### src/rtl/via_timer_interrupt_registers_assert.svh
// ---------------------------------------------------------------------------
// VIA timer register block assertion macros
// Clocked property checks that compile away under SYNTHESIS.
// ---------------------------------------------------------------------------
`ifndef VIA_TIMER_INTERRUPT_REGISTERS_ASSERT_SVH
`define VIA_TIMER_INTERRUPT_REGISTERS_ASSERT_SVH

`ifndef SYNTHESIS
`define VTIR_ASSERT(name, prop, msg) \
  name: assert property (@(posedge clk_i) disable iff (!rst_ni) prop) else $error(msg);
`define VTIR_ASSERT_ALWAYS(name, prop, msg) \
  name: assert property (@(posedge clk_i) prop) else $error(msg);
`else
`define VTIR_ASSERT(name, prop, msg)
`define VTIR_ASSERT_ALWAYS(name, prop, msg)
`endif

`endif

### src/rtl/vtir_pkg.sv
// ---------------------------------------------------------------------------
// VIA timer register block package
// Shared types, register numbers and flag positions.
// ---------------------------------------------------------------------------
`default_nettype none

package vtir_pkg;

  typedef enum logic [1:0] {
    ACT_READ  = 2'd0,
    ACT_WRITE = 2'd1,
    ACT_TICK  = 2'd2,
    ACT_NONE  = 2'd3
  } action_e;

  typedef enum logic [2:0] {
    PH_IDLE  = 3'b001,
    PH_RUN   = 3'b010,
    PH_FIRED = 3'b100
  } phase_e;

  localparam logic [3:0] REG_PORT_B     = 4'd0;
  localparam logic [3:0] REG_PORT_A     = 4'd1;
  localparam logic [3:0] REG_DIR_B      = 4'd2;
  localparam logic [3:0] REG_DIR_A      = 4'd3;
  localparam logic [3:0] REG_T1_LOW     = 4'd4;
  localparam logic [3:0] REG_T1_HIGH    = 4'd5;
  localparam logic [3:0] REG_T1_LL      = 4'd6;
  localparam logic [3:0] REG_T1_LH      = 4'd7;
  localparam logic [3:0] REG_T2_LOW     = 4'd8;
  localparam logic [3:0] REG_T2_HIGH    = 4'd9;
  localparam logic [3:0] REG_SHIFT      = 4'd10;
  localparam logic [3:0] REG_AUX        = 4'd11;
  localparam logic [3:0] REG_PERIPH     = 4'd12;
  localparam logic [3:0] REG_FLAGS      = 4'd13;
  localparam logic [3:0] REG_ENABLES    = 4'd14;
  localparam logic [3:0] REG_PORT_A_ALT = 4'd15;

  localparam int unsigned FLAG_W      = 7;
  localparam int unsigned FLAG_T1_BIT = 6;
  localparam int unsigned FLAG_T2_BIT = 5;

  typedef struct packed {
    action_e    action;
    logic [3:0] reg_index;
    logic [7:0] write_data;
  } req_t;

  typedef struct packed {
    logic [7:0] read_data;
    logic       irq;
  } res_t;

endpackage

`default_nettype wire

### src/rtl/via_timer_interrupt_registers.sv
// ---------------------------------------------------------------------------
// VIA timer register block
// Sixteen byte registers with two one-shot timers and an interrupt line.
// ---------------------------------------------------------------------------
// Usage:
//   Input channel (in_valid_i / in_ready_o) carries one request: a register
//   read, a register write or one timer tick (action_i, reg_index_i,
//   write_data_i). Output channel (out_valid_o / out_ready_i) returns one
//   response per request: read_data_o and the interrupt level irq_o.
//   An accepted request waits in the request register, which feeds the
//   register file; its result loads the response register once that
//   register is free. Throughput is one request per cycle while the
//   receiver does not stall; the request register takes a new request
//   while the response register still holds a result, as long as that
//   result leaves in the same cycle.
//   Reset clears every core register, stops both timers, drops both valids.
//   When the receiver stalls, the response is held, the request register
//   fills, and in_ready_o falls until out_ready_i returns.
// ---------------------------------------------------------------------------
`default_nettype none

module via_timer_interrupt_registers import vtir_pkg::*; (
  input  wire logic       clk_i,
  input  wire logic       rst_ni,
  input  wire logic       in_valid_i,
  output logic            in_ready_o,
  input  wire logic [1:0] action_i,
  input  wire logic [3:0] reg_index_i,
  input  wire logic [7:0] write_data_i,
  output logic            out_valid_o,
  input  wire logic       out_ready_i,
  output logic [7:0]      read_data_o,
  output logic            irq_o
);

  logic req_valid;
  req_t req;
  res_t res;
  logic free;
  logic fire;

  assign fire = req_valid && free;

  vtir_in_stage u_in (
    .clk_i        (clk_i),
    .rst_ni       (rst_ni),
    .in_valid_i   (in_valid_i),
    .in_ready_o   (in_ready_o),
    .action_i     (action_i),
    .reg_index_i  (reg_index_i),
    .write_data_i (write_data_i),
    .advance_i    (free),
    .req_valid_o  (req_valid),
    .req_o        (req)
  );

  vtir_core u_core (
    .clk_i  (clk_i),
    .rst_ni (rst_ni),
    .fire_i (fire),
    .req_i  (req),
    .res_o  (res)
  );

  vtir_out_stage u_out (
    .clk_i       (clk_i),
    .rst_ni      (rst_ni),
    .load_i      (fire),
    .res_i       (res),
    .free_o      (free),
    .out_valid_o (out_valid_o),
    .out_ready_i (out_ready_i),
    .read_data_o (read_data_o),
    .irq_o       (irq_o)
  );

endmodule

`default_nettype wire

### src/rtl/vtir_in_stage.sv
// ---------------------------------------------------------------------------
// VIA timer register block input stage
// Registers one request and holds it until the core takes it.
// ---------------------------------------------------------------------------
`default_nettype none

module vtir_in_stage import vtir_pkg::*; (
  input  wire logic       clk_i,
  input  wire logic       rst_ni,
  input  wire logic       in_valid_i,
  output logic            in_ready_o,
  input  wire logic [1:0] action_i,
  input  wire logic [3:0] reg_index_i,
  input  wire logic [7:0] write_data_i,
  input  wire logic       advance_i,
  output logic            req_valid_o,
  output req_t            req_o
);

  logic valid_d, valid_q;
  req_t req_q;
  logic take;

  assign in_ready_o = !valid_q || advance_i;
  assign take       = in_valid_i && in_ready_o;

  always_comb begin
    valid_d = valid_q;
    if (take) begin
      valid_d = 1'b1;
    end else if (advance_i) begin
      valid_d = 1'b0;
    end
  end

  always_ff @(posedge clk_i or negedge rst_ni) begin
    if (!rst_ni) begin
      valid_q <= 1'b0;
    end else begin
      valid_q <= valid_d;
    end
  end

  always_ff @(posedge clk_i) begin
    if (take) begin
      req_q.action     <= action_e'(action_i);
      req_q.reg_index  <= reg_index_i;
      req_q.write_data <= write_data_i;
    end
  end

  assign req_valid_o = valid_q;
  assign req_o       = req_q;

endmodule

`default_nettype wire

### src/rtl/vtir_core.sv
// ---------------------------------------------------------------------------
// VIA timer register block core
// Register file, two one-shot timers and interrupt flags.
// ---------------------------------------------------------------------------
`default_nettype none
`include "via_timer_interrupt_registers_assert.svh"

module vtir_core import vtir_pkg::*; (
  input  wire logic clk_i,
  input  wire logic rst_ni,
  input  wire logic fire_i,
  input  wire req_t req_i,
  output res_t      res_o
);

  logic [7:0] port_b_q, port_b_d, port_a_q, port_a_d;
  logic [7:0] dir_b_q, dir_b_d, dir_a_q, dir_a_d;
  logic [7:0] t1_ll_q, t1_ll_d, t1_lh_q, t1_lh_d, t2_ll_q, t2_ll_d;
  logic [15:0] t1_cnt_q, t1_cnt_d, t2_cnt_q, t2_cnt_d;
  phase_e t1_ph_q, t1_ph_d, t2_ph_q, t2_ph_d;
  logic [7:0] shift_q, shift_d, aux_q, aux_d, periph_q, periph_d;
  logic [FLAG_W-1:0] flags_q, flags_d, en_q, en_d;
  logic [15:0] t1_live, t2_live;
  logic [7:0] rd;
  logic [7:0] wb;

  assign t1_live = (t1_ph_q == PH_RUN) ? t1_cnt_q : 16'd0;
  assign t2_live = (t2_ph_q == PH_RUN) ? t2_cnt_q : 16'd0;
  assign wb      = req_i.write_data;

  always_comb begin
    port_b_d = port_b_q;
    port_a_d = port_a_q;
    dir_b_d  = dir_b_q;
    dir_a_d  = dir_a_q;
    t1_ll_d  = t1_ll_q;
    t1_lh_d  = t1_lh_q;
    t2_ll_d  = t2_ll_q;
    t1_cnt_d = t1_cnt_q;
    t2_cnt_d = t2_cnt_q;
    t1_ph_d  = t1_ph_q;
    t2_ph_d  = t2_ph_q;
    shift_d  = shift_q;
    aux_d    = aux_q;
    periph_d = periph_q;
    flags_d  = flags_q;
    en_d     = en_q;
    rd       = 8'd0;
    case (req_i.action)
      ACT_READ: begin
        case (req_i.reg_index) inside
          REG_PORT_B: rd = port_b_q;
          REG_PORT_A, REG_PORT_A_ALT: rd = port_a_q;
          REG_DIR_B: rd = dir_b_q;
          REG_DIR_A: rd = dir_a_q;
          REG_T1_LOW: begin
            flags_d[FLAG_T1_BIT] = 1'b0;
            rd = t1_live[7:0];
          end
          REG_T1_HIGH: rd = t1_live[15:8];
          REG_T1_LL: rd = t1_ll_q;
          REG_T1_LH: rd = t1_lh_q;
          REG_T2_LOW: begin
            flags_d[FLAG_T2_BIT] = 1'b0;
            rd = t2_live[7:0];
          end
          REG_T2_HIGH: rd = t2_live[15:8];
          REG_SHIFT: rd = shift_q;
          REG_AUX: rd = aux_q;
          REG_PERIPH: rd = periph_q;
          REG_FLAGS: rd = {|(flags_q & en_q), flags_q};
          default: rd = {1'b1, en_q};
        endcase
      end
      ACT_WRITE: begin
        case (req_i.reg_index) inside
          REG_PORT_B: port_b_d = wb;
          REG_PORT_A, REG_PORT_A_ALT: port_a_d = wb;
          REG_DIR_B: dir_b_d = wb;
          REG_DIR_A: dir_a_d = wb;
          REG_T1_LOW, REG_T1_LL: t1_ll_d = wb;
          REG_T1_HIGH: begin
            t1_lh_d  = wb;
            t1_cnt_d = {wb, t1_ll_q};
            t1_ph_d  = PH_RUN;
            flags_d[FLAG_T1_BIT] = 1'b0;
          end
          REG_T1_LH: t1_lh_d = wb;
          REG_T2_LOW: t2_ll_d = wb;
          REG_T2_HIGH: begin
            t2_cnt_d = {wb, t2_ll_q};
            t2_ph_d  = PH_RUN;
            flags_d[FLAG_T2_BIT] = 1'b0;
          end
          REG_SHIFT: shift_d = wb;
          REG_AUX: aux_d = wb;
          REG_PERIPH: periph_d = wb;
          REG_FLAGS: flags_d = flags_q & ~wb[FLAG_W-1:0];
          default: begin
            if (wb[7]) begin
              en_d = en_q | wb[FLAG_W-1:0];
            end else begin
              en_d = en_q & ~wb[FLAG_W-1:0];
            end
          end
        endcase
      end
      ACT_TICK: begin
        if (t1_ph_q == PH_RUN) begin
          if (t1_cnt_q == 16'd0) begin
            t1_ph_d = PH_FIRED;
            flags_d[FLAG_T1_BIT] = 1'b1;
          end else begin
            t1_cnt_d = t1_cnt_q - 16'd1;
          end
        end
        if (t2_ph_q == PH_RUN) begin
          if (t2_cnt_q == 16'd0) begin
            t2_ph_d = PH_FIRED;
            flags_d[FLAG_T2_BIT] = 1'b1;
          end else begin
            t2_cnt_d = t2_cnt_q - 16'd1;
          end
        end
      end
      default: begin
      end
    endcase
  end

  always_ff @(posedge clk_i or negedge rst_ni) begin
    if (!rst_ni) begin
      port_b_q <= '0;
      port_a_q <= '0;
      dir_b_q  <= '0;
      dir_a_q  <= '0;
      t1_ll_q  <= '0;
      t1_lh_q  <= '0;
      t2_ll_q  <= '0;
      t1_cnt_q <= '0;
      t2_cnt_q <= '0;
      t1_ph_q  <= PH_IDLE;
      t2_ph_q  <= PH_IDLE;
      shift_q  <= '0;
      aux_q    <= '0;
      periph_q <= '0;
      flags_q  <= '0;
      en_q     <= '0;
    end else if (fire_i) begin
      port_b_q <= port_b_d;
      port_a_q <= port_a_d;
      dir_b_q  <= dir_b_d;
      dir_a_q  <= dir_a_d;
      t1_ll_q  <= t1_ll_d;
      t1_lh_q  <= t1_lh_d;
      t2_ll_q  <= t2_ll_d;
      t1_cnt_q <= t1_cnt_d;
      t2_cnt_q <= t2_cnt_d;
      t1_ph_q  <= t1_ph_d;
      t2_ph_q  <= t2_ph_d;
      shift_q  <= shift_d;
      aux_q    <= aux_d;
      periph_q <= periph_d;
      flags_q  <= flags_d;
      en_q     <= en_d;
    end
  end

  assign res_o.read_data = rd;
  assign res_o.irq       = |(flags_d & en_d);

  `VTIR_ASSERT(a_t1_arm, fire_i && req_i.action == ACT_WRITE && req_i.reg_index == REG_T1_HIGH |=> t1_ph_q == PH_RUN && !flags_q[FLAG_T1_BIT], "T1 arm failed")
  `VTIR_ASSERT(a_t1_fire, fire_i && req_i.action == ACT_TICK && t1_ph_q == PH_RUN && t1_cnt_q == 16'd0 |=> t1_ph_q == PH_FIRED && flags_q[FLAG_T1_BIT], "T1 did not fire")
  `VTIR_ASSERT(a_t2_dec, fire_i && req_i.action == ACT_TICK && t2_ph_q == PH_RUN && t2_cnt_q != 16'd0 |=> t2_cnt_q == $past(t2_cnt_q) - 16'd1, "T2 did not count down")
  `VTIR_ASSERT(a_hold, !fire_i |=> $stable(flags_q) && $stable(en_q) && $stable(t1_cnt_q), "state moved without a request")

endmodule

`default_nettype wire

### src/rtl/vtir_out_stage.sv
// ---------------------------------------------------------------------------
// VIA timer register block output stage
// Result register that holds a response until the receiver takes it.
// ---------------------------------------------------------------------------
`default_nettype none

module vtir_out_stage import vtir_pkg::*; (
  input  wire logic clk_i,
  input  wire logic rst_ni,
  input  wire logic load_i,
  input  wire res_t res_i,
  output logic      free_o,
  output logic      out_valid_o,
  input  wire logic out_ready_i,
  output logic [7:0] read_data_o,
  output logic      irq_o
);

  logic valid_d, valid_q;
  res_t res_q;

  assign free_o = !valid_q || out_ready_i;

  always_comb begin
    valid_d = valid_q;
    if (load_i) begin
      valid_d = 1'b1;
    end else if (out_ready_i) begin
      valid_d = 1'b0;
    end
  end

  always_ff @(posedge clk_i or negedge rst_ni) begin
    if (!rst_ni) begin
      valid_q <= 1'b0;
    end else begin
      valid_q <= valid_d;
    end
  end

  always_ff @(posedge clk_i) begin
    if (load_i) begin
      res_q <= res_i;
    end
  end

  assign out_valid_o = valid_q;
  assign read_data_o = res_q.read_data;
  assign irq_o       = res_q.irq;

endmodule

`default_nettype wire
### config.mk
export PLATFORM = sky130hd
export DESIGN_NAME = via_timer_interrupt_registers
export DESIGN_NICKNAME = d
export VERILOG_FILES = /design/src/rtl/vtir_pkg.sv /design/src/rtl/via_timer_interrupt_registers.sv /design/src/rtl/vtir_in_stage.sv /design/src/rtl/vtir_core.sv /design/src/rtl/vtir_out_stage.sv
export VERILOG_INCLUDE_DIRS = /design/src /design/src/rtl
export SDC_FILE = /design/constraint.sdc
export NUM_CORES = 1
export LEC_CHECK = 0
export ABC_AREA = 1
export BUFFER_PORTS_ARGS = -buffer_cell sky130_fd_sc_hd__buf_2
export CORE_ASPECT_RATIO = 1.2
export CORE_MARGIN = 5
export CORE_UTILIZATION = 50
export DETAILED_ROUTE_END_ITERATION = 8
export HOLD_SLACK_MARGIN = 0.1
export PLACE_DENSITY = 0.67
export SETUP_SLACK_MARGIN = 0.15
export SYNTH_ARGS = -nofsm -noshare
export SYNTH_HDL_FRONTEND = slang
export SYNTH_HIERARCHICAL = 1
export SYNTH_SLANG_ARGS = --single-unit
### constraint.sdc
create_clock -name clk_i -period 2.7 [get_ports clk_i]
set_input_delay 0.135 -clock clk_i [delete_from_list [all_inputs] [get_ports clk_i]]
set_output_delay 0.135 -clock clk_i [all_outputs]
set_load 0.02 [all_outputs]
==> results.toml, run 1 <==
[clock_tree]
htreeDepth = 4
cts_tree = "built"
clock_latency_ns = 0.43
clk_pin_slew_ns = 0.06
root_buffer = "clkbuf_16"
cts_sinks = 157
clock_path_buffers = 2
numCtsBuffers = 17

[sta]
rsz0062_at_grt = "yes"
period_needed_ns = 2.45
timing.final.ws_setup_ns = 0.245
setup_tns_ns = 0
clock.fmax_ghz = 0.407
hold_viol_final = 0
finalMaxSlewViolations = 0
tightest_slew_ns = 0.986
slew_headroom_pct = 33.8
final.period_utilization_pct = 90.9
finalSetupViolations = 0
finClkSkew_ns = 0.00860

[synth]
netlist_area_mm2 = 0.00815
synth_area_leaders = "dfrtp_1 41%, nand2_1 14%, edfxtp_1 8.5%, o21ai_0 5.6%, nor2_1 4.8%"
yosysMostFrequentCell = "nand2_1"
synth-seq-cells = 157
synth.cells.most_frequent = "293 x nand2_1, 132 x dfrtp_1, 104 x nor2_1"
ys_seq_area_share_pct = 49.7
synthCells = 1068
synth_edf_count = 23
avgSynthCellArea_um2 = 7.63
yosysWarnings = 6
synth-main-ff-cell = "dfrtp_1"
synth_top_area_cell = "dfrtp_1"
synth_async_sr_flop_share_pct = 85.4
syn-num-nets = 1088
synth.distinct_cells = 37
netlist.area_leader.share_pct = 40.5

[route]
wl_per_cell_um = 17.4
initialDrtViolationCount = 734
drtPass1Iterations = 5
vias_per_cell = 5.52
routed_wl_um = 23700
drtAntennaViolNets = 0
vias = 7519
drc = 0

[global_route]
antenna_found_initial = 0
grt_max_degree = 50
grt-ovfl-total = 0
grt_pass1_vias = 7080
grt_pass1_wl_um = 38200
gr-usage-all-layers_pct = 25.9

[finish]
area_growth_pct = 16.6
num-nets-final = 1156
fin_util_pct = 58.8
antenna_cells = 0
drive_above_1_share_pct = 12.1

[pwr]
switchingPower_w = 0.00276
seqPwrFrac_pct = 45.1
p_comb_share_pct = 25.6
clockPowerShare_pct = 29.3
powerDensity_mw_per_mm2 = 813
peakVddDrop_uv = 467
power_w = 0.00772
switching_share_pct = 35.7
intPower_w = 0.00497
p_leak_nw = 4.48

[placed_design]
port_buffers = 28
place_worst_setup_slack_ns = 0.153
hpwlAfterDp_um = 16600
place_congestion = 0.924

[worst_setup_path]
required_ns = 2.87
r2r_end = "u_out/irq_o"
start_kind = "flop"
cp-end-kind = "flop"
critPathKind = "flop to flop"
worstRegToRegCells = 12
worstPathArrival_ns = 2.63
critPathMaxFanout = 6
reg2reg_from = "u_in/req_o[11]"
ff2ff_setup_slack_ns = 0.25

[floorplan]
initial_core_util_pct = 50.5
ios = 29
fp.dieH_um = 150
fp.coreArea_mm2 = 0.0161
die_w_um = 127
rows = 51
dieArea_mm2 = 0.0190

[outcome]
status = "complete, no violations"

[min_path]
hold_class = "primary input to async pin"

[run]
maxCapViolations = 0
timing repair:
action / in CTS / in global routing
hold buffers: 18 / 0
setup buffers: 0 / 3
endpoints found under the setup margin: 1 / 55
pin swaps: 0 / 1
endpoints found under the hold margin: 149 / 0
resized for setup: 1 / 15
power by group through the flow:
stage / clock [W] / combinational (W) / sequential, W
floorplan: 0 / 0.00138 / 0.00334
global placement: 0 / 0.00188 / 0.00349
detailed placement: 0 / 0.00193 / 0.00349
CTS: 0.00230 / 0.00195 / 0.00346
global route: 0.00241 / 0.00226 / 0.00355
finish: 0.00227 / 0.00197 / 0.00348
cell usage in the layout, fill, tap and decap left out, types with 6 or more instances in the layout:
cell / n
a21oi_1: 71
a31oi_1: 25
buf_2: 27
buf_4: 35
clkbuf_16: 17
dfrtp_1: 132
dlygate4sd3_1: 18
edfxtp_1: 23
inv_1: 98
inv_2: 14
nand2_1: 289
nand2_2: 7
nand3_1: 34
nand4_1: 6
nor2_1: 96
nor2_2: 10
nor3_1: 18
o211ai_1: 7
o21ai_0: 91
o21ai_1: 66
o22ai_1: 6
xor2_1: 8
area by class of cell:
type / instances / area [um^2]
fill: 1489 / 6650
timing repair buffer: 83 / 621
tap: 212 / 265
inverter: 114 / 430
clock inverter: 10 / 93.8
sequential: 157 / 4050
multi-input combinational: 763 / 3590
clock buffer: 22 / 454
metal layers:
metal,up-vias,GRT usage (%),part of all wire [%]
li1,3655,-,-
met4,0,9.66,2.6
met3,48,4.32,7.0
met5,-,0,0
met2,304,41.5,47
met1,3512,35.4,43
critical path, cell delays in order (launching register included):
cell and delay [ns]:
edfxtp_1 0.49, inv_2 0.10, nor2_1 0.05, nand2_1 0.19, o21ai_0 0.25, nor4_4 0.43
nand3_1 0.14, o21ai_1 0.20, inv_1 0.06, nand2_1 0.06, nand2_1 0.06, nor2_1 0.09
nand4_1 0.08
through the flow:
stage	cells	hold WS, ns	cell area (um^2)
after floorplan	1068	-0.161	8150
after CTS	1358	0.181	9430
after global routing	1361	0.230	9500
after global placement	1308	0.0690	8700
final	1361	0.173	9500
after detailed placement	1308	0.0664	8700
how the worst max path moves through the flow:
stage | startpoint | endpoint | slack, ns | cells past startpoint
after floorplan | u_out/out_valid_o | u_core/t2_ll_q[6] | 0.42 | 11
after global routing | u_in/req_o[11] | u_out/irq_o | 0.03 | 12
after CTS | u_in/req_o[11] | u_out/irq_o | 0.23 | 14
final | u_in/req_o[11] | u_out/irq_o | 0.25 | 12
after global placement | u_in/req_o[9] | u_out/irq_o | 0.16 | 14
after detailed placement | u_in/req_o[11] | u_out/irq_o | 0.15 | 14
kinds of logic after synthesis:
| kind of cell | after synthesis | share of synthesized area (%) |
|---|---|---|
| AND/OR/NAND/NOR | 475 | 23.9 |
| AO/OA/AOI/OAI | 276 | 18.1 |
| flip-flops | 157 | 49.7 |
| buffers and inverters | 148 | 6.94 |
| XOR/XNOR | 10 | 1.08 |
| adder cells (fa/ha/maj) | 2 | 0.307 |
Power figures use the tool's default switching activity.
==> inputs of run 2 (changes only) <==
--- a/config.mk
+++ b/config.mk
@@ -13,7 +13,8 @@
 export CORE_UTILIZATION = 50
 export DETAILED_ROUTE_END_ITERATION = 8
 export HOLD_SLACK_MARGIN = 0.1
-export PLACE_DENSITY = 0.67
+export PLACE_DENSITY = 0.68
+export REMOVE_ABC_BUFFERS = 1
 export SETUP_SLACK_MARGIN = 0.15
 export SYNTH_ARGS = -nofsm -noshare
 export SYNTH_HDL_FRONTEND = slang
==> run 2 against run 1 <==
Maximum frequency increased by 1.4%. Hold slack better by 0.091 ns. Clock skew up 0.0044 ns. Non-clock buffer count rose by 12. Via count is 2.0% higher. Sequential power about the same. Sequential share of layout area decreased by 0.62 points. Critical path type unchanged.
==> results.toml, run 2 (same netlist as run 1, synthesis figures left out) <==
[sta]
hold_viol_final = 0
finalMaxSlewViolations = 0
clock.fmax_ghz = 0.413
period_needed_ns = 2.42
final.period_utilization_pct = 89.7
slew_headroom_pct = 54.3
holdWs_ns = 0.263
finalSetupViolations = 0
rsz0062_at_grt = "yes"
finClkSkew_ns = 0.0130
tightest_slew_ns = 0.685

[floorplan]
die_w_um = 127
ios = 29
dieArea_mm2 = 0.0190
fp.coreArea_mm2 = 0.0161
rows = 51
initial_core_util_pct = 50.5
fp.dieH_um = 150

[finish]
finalInstanceArea_mm2 = 0.00964
area_growth_pct = 18.3
layout_commonest_cell = "nand2_1"
layout_common_cells = "286 x nand2_1, 132 x dfrtp_1, 96 x inv_1"
n_fill_cell = 1430
antenna_cells = 0
fin_util_pct = 59.7
layout.cells.non_filler = 1373
num-nets-final = 1168
drive_above_1_share_pct = 14.0

[pwr]
peakVddDrop_uv = 431
power_w = 0.00779
intPower_w = 0.00490
switching_share_pct = 37.0
switchingPower_w = 0.00288
p_leak_nw = 4.54
powerDensity_mw_per_mm2 = 808
seqPwrFrac_pct = 44.7
clockPowerShare_pct = 29.3
p_comb_share_pct = 26.0

[placed_design]
hpwlAfterDp_um = 16600
place_congestion = 0.962
dp.cells = 1309
dpl_cell_area_mm2 = 0.00872
port_buffers = 28

[clock_tree]
numCtsBuffers = 17
cts_sinks = 157
root_buffer = "clkbuf_16"
clock_latency_ns = 0.44
clk_pin_slew_ns = 0.07
htreeDepth = 4
clock_path_buffers = 2
cts_tree = "built"

[outcome]
status = "complete, no violations"

[global_route]
grt_pass1_wl_um = 38700
grt-ovfl-total = 0
grt_max_degree = 65
gr-usage-all-layers_pct = 26.1
grt_pass1_vias = 7102
antenna_found_initial = 0

[worst_setup_path]
cp-end-kind = "flop"
worstPathArrival_ns = 2.58
critPathKind = "flop to flop"
critPathMaxFanout = 6
required_ns = 2.86
start_kind = "flop"

[run]
maxCapViolations = 0

[route]
drtPass1Iterations = 6
routed_wl_um = 23900
vias = 7666
initialDrtViolationCount = 842
wl_per_cell_um = 17.4
drtAntennaViolNets = 0
drc = 0
vias_per_cell = 5.58

[min_path]
hold_class = "primary input to async pin"
==> run 2: final cells by class <==
| cell class | count | area (um^2) | area share (%) |
|---|---|---|---|
| sequential | 157 | 4050 | 42.0 |
| multi-input combinational | 763 | 3620 | 37.5 |
| timing repair buffer | 95 | 723 | 7.50 |
| inverter | 114 | 434 | 4.50 |
| clock buffer | 18 | 429 | 4.45 |
| tap | 212 | 265 | 2.75 |
| clock inverter | 14 | 125 | 1.30 |
==> run 2: power groups by stage <==
stage          clock network, W  logic (W)  registers (W)
2_1_floorplan                 0    0.00136        0.00334
3_3_place_gp                  0    0.00189        0.00349
3_5_place_dp                  0    0.00193        0.00349
4_1_cts                 0.00232    0.00196        0.00346
5_1_grt                 0.00243    0.00231        0.00355
6_report                0.00228    0.00202        0.00348
==> run 2: layer usage <==
| layer | global-route usage, % | part of all wire, % |
|---|---|---|
| met2 | 40.6 | 46 |
| met3 | 4.18 | 6.5 |
| met1 | 36.7 | 44 |
| met4 | 10.8 | 3.5 |
| met5 | 0 | 0 |
==> run 2: critical path, stage by stage (launching register included) <==
cell and delay, ns:
edfxtp_1 0.50, nand2_2 0.17, inv_1 0.07, nand2_1 0.18, nand2_2 0.14, nor2_2 0.14
nand2_1 0.08, inv_2 0.14, nand3_1 0.11, nor3_1 0.20, nand2_1 0.07, o21ai_1 0.11
inv_1 0.05, nand2_1 0.07, nand4_1 0.13
==> run 2: path summary, 6_finish.rpt <==
kind | depth (start not counted) | to | slack [ns] | from
max | 14 | u_out/irq_o | 0.28 | u_in/req_o[9]
min | 2 | u_core/aux_q[1] | 0.26 | rst_ni
max reg2reg | 14 | u_out/irq_o | 0.28 | u_in/req_o[9]
min reg2reg | 2 | u_core/t1_ph_q[0] | 0.45 | u_core/t1_ph_q[0]
max in group asynchronous | 3 | u_core/t2_ph_q[0] | 1.64 | rst_ni
min in group clk_i | 2 | u_in/req_o[0] | 0.41 | write_data_i[0]
==> run 2: what timing repair did <==
item                                   in CTS  in global routing
hold buffers                               18                  0
gates resized for setup                     2                 27
cloned                                      0                  0
endpoints found under the hold margin      78                  0
pin swaps                                   1                  6
setup endpoints to repair                   3                 39
setup buffers                               2                 12
==> run 2: through the flow <==
step,setup slack [ns],TNS (ns)
finish,0.278,0
global route,0.128,0
CTS,0.168,0
floorplan,-1.84,-46.48
global placement,0.0655,0
detailed placement,0.0670,0
==> inputs of run 3 (changes only) <==
--- a/config.mk
+++ b/config.mk
@@ -13,10 +13,8 @@
 export CORE_UTILIZATION = 50
 export DETAILED_ROUTE_END_ITERATION = 8
 export HOLD_SLACK_MARGIN = 0.1
-export PLACE_DENSITY = 0.68
-export REMOVE_ABC_BUFFERS = 1
+export PLACE_DENSITY = 0.67
 export SETUP_SLACK_MARGIN = 0.15
 export SYNTH_ARGS = -nofsm -noshare
 export SYNTH_HDL_FRONTEND = slang
-export SYNTH_HIERARCHICAL = 1
 export SYNTH_SLANG_ARGS = --single-unit
==> run 3 against run 2 <==
Critical path depth increased by 1. Sequential power increased by 3%. Count of clock-buffer cells in the layout fell by 1.
==> results.toml, run 3 <==
[sta]
slew_headroom_pct = 54.6
finalSetupViolations = 0
finalMaxSlewViolations = 0
timing.final.ws_setup_ns = 0.309
finClkSkew_ns = 0.0123
rsz0062_at_grt = "yes"
clock.fmax_ghz = 0.418
period_needed_ns = 2.39
tightest_slew_ns = 0.680
setup_tns_ns = 0
final.period_utilization_pct = 88.5
hold_viol_final = 0

[clock_tree]
clock_path_buffers = 2
root_buffer = "clkbuf_16"
htreeDepth = 4
clock_latency_ns = 0.44
numCtsBuffers = 17
cts_sinks = 157
clk_pin_slew_ns = 0.07
cts_tree = "built"

[floorplan]
fp.dieH_um = 151
dieArea_mm2 = 0.0192
rows = 51
die_w_um = 127
ios = 29
initial_core_util_pct = 50.9
fp.coreArea_mm2 = 0.0163

[synth]
netlist.area_leader.share_pct = 39.9
synth_top_area_cell = "dfrtp_1"
syn-num-nets = 1109
synth-seq-cells = 157
synth_area_leaders = "dfrtp_1 40%, nand2_1 14%, o21ai_0 9.9%, edfxtp_1 8.3%, nor2_1 4.8%"
synth_edf_count = 23
yosysMostFrequentCell = "nand2_1"
synth.distinct_cells = 43
synth_async_sr_flop_share_pct = 85.4
synth.cells.most_frequent = "315 x nand2_1, 164 x o21ai_0, 132 x dfrtp_1"
netlist_area_mm2 = 0.00828
synthCells = 1089
ys_seq_area_share_pct = 48.9
yosysWarnings = 0
synth-main-ff-cell = "dfrtp_1"
avgSynthCellArea_um2 = 7.60

[finish]
num-nets-final = 1183
layout_common_cells = "310 x nand2_1, 163 x o21ai_0, 132 x dfrtp_1"
antenna_cells = 0
drive_above_1_share_pct = 14.1
n_fill_cell = 1476
layout_commonest_cell = "nand2_1"
area_growth_pct = 18.6
fin_util_pct = 60.3

[global_route]
grt_pass1_vias = 7185
antenna_found_initial = 0
grt_pass1_wl_um = 38600
grt_max_degree = 64
grt-ovfl-total = 0
gr-usage-all-layers_pct = 25.8

[worst_setup_path]
start_kind = "flop"
crit_path_max_incr_delay_ns = 0.38
critical_path_buf_inv_count = 2
worstPathArrival_ns = 2.69
critPathKind = "flop to flop"
crit_chain = "inv_1, ha_1, inv_1, nor3_4, nand2_2, nor2_4, nand4_4, nor2_4, nand3_2, nor2_2, o21ai_1, o211ai_1, nor2_1, or2_1, nand3_1"
reg2reg_from = "u_core.t2_cnt_q[1]"
ff2ff_setup_slack_ns = 0.31
critPathMaxFanout = 4
path_delay_family = "simple AND/OR/NAND/NOR gates"
cp-end-kind = "flop"
worstRegToRegCells = 15
r2r_end = "u_out.irq_o"
crit_cells = 15
slowest_stage = "dfrtp_1"
required_ns = 3.00

[pwr]
powerDensity_mw_per_mm2 = 839
clockPowerShare_pct = 29.8
p_comb_share_pct = 26.8
p_leak_nw = 4.59
peakVddDrop_uv = 442
switchingPower_w = 0.00312
seqPwrFrac_pct = 43.4
switching_share_pct = 37.8
intPower_w = 0.00512

[route]
vias = 7646
drtPass1Iterations = 6
wl_per_cell_um = 17.3
drc = 0
initialDrtViolationCount = 702
routed_wl_um = 24000
vias_per_cell = 5.51
drtAntennaViolNets = 0

[outcome]
status = "complete, no violations"

[placed_design]
place_congestion = 0.928
port_buffers = 28
place_worst_setup_slack_ns = 0.191
hpwlAfterDp_um = 16900

[min_path]
hold_class = "primary input to async pin"

[run]
maxCapViolations = 0
run 3: cells by family after synthesis:
| family | count (synthesis) | synth area share, % |
|---|---|---|
| buf+inv | 151 | 7.04 |
| mux | 5 | 0.605 |
| flops | 157 | 48.9 |
| compound gates | 259 | 16.9 |
| simple gates | 503 | 25.0 |
| xor+xnor | 12 | 1.27 |
| fa+ha+maj | 2 | 0.302 |
run 3: layout make-up:
cell class / count / area (um^2) / share of cell area [%]
clock buffers: 17 / 425 / 4.33
inverters: 112 / 420 / 4.28
clock inverters: 15 / 171 / 1.75
multi-input cells: 782 / 3770 / 38.4
well taps: 212 / 265 / 2.70
repair buffers: 93 / 719 / 7.33
flip-flops and latches: 157 / 4050 / 41.2
run 3: layer usage:
layer | GRT usage (%) | share of wire [%] | vias to the layer above
li1 | - | - | 3712
met1 | 34.4 | 43 | 3671
met5 | 0 | 0 | -
met2 | 43.1 | 50 | 223
met3 | 4.16 | 4.9 | 40
met4 | 8.42 | 2.6 | 0
run 3: worst max-delay path by stage:
stage	end	slack, ns	start
floorplan	u_out.irq_o	0.53	u_in.req_o[11]
global placement	u_out.read_data_o[0]	0.21	u_in.req_o[11]
detailed placement	u_core.t2_cnt_q[4]	0.19	u_core.t2_cnt_q[0]
CTS	u_core.t2_cnt_q[4]	0.17	u_core.t2_cnt_q[0]
global route	u_out.irq_o	0.08	u_core.t2_cnt_q[0]
finish	u_out.irq_o	0.31	u_core.t2_cnt_q[1]
run 3: through the flow:
step / std cells / instance area (um^2) / total power (W) / hold WS [ns]
floorplan: 1089 / 8280 / 0.00488 / -0.161
global placement: 1326 / 8820 / 0.00558 / 0.163
detailed placement: 1326 / 8820 / 0.00563 / 0.169
CTS: 1377 / 9610 / 0.00812 / 0.274
global route: 1388 / 9820 / 0.00875 / 0.309
finish: 1388 / 9820 / 0.00824 / 0.253
run 3: power by group through the flow:
stage	combinational, W	clock, W	sequential (W)
finish	0.00221	0.00246	0.00357
global route	0.00252	0.00259	0.00364
CTS	0.00209	0.00249	0.00354
detailed placement	0.00206	0	0.00357
global placement	0.00201	0	0.00357
floorplan	0.00145	0	0.00342
run 3: what timing repair did:
action,CTS,global route
hold buffers,19,0
endpoints found under the hold margin,77,0
gates resized for setup,0,30
buffers inserted,0,10
endpoints found under the setup margin,0,44
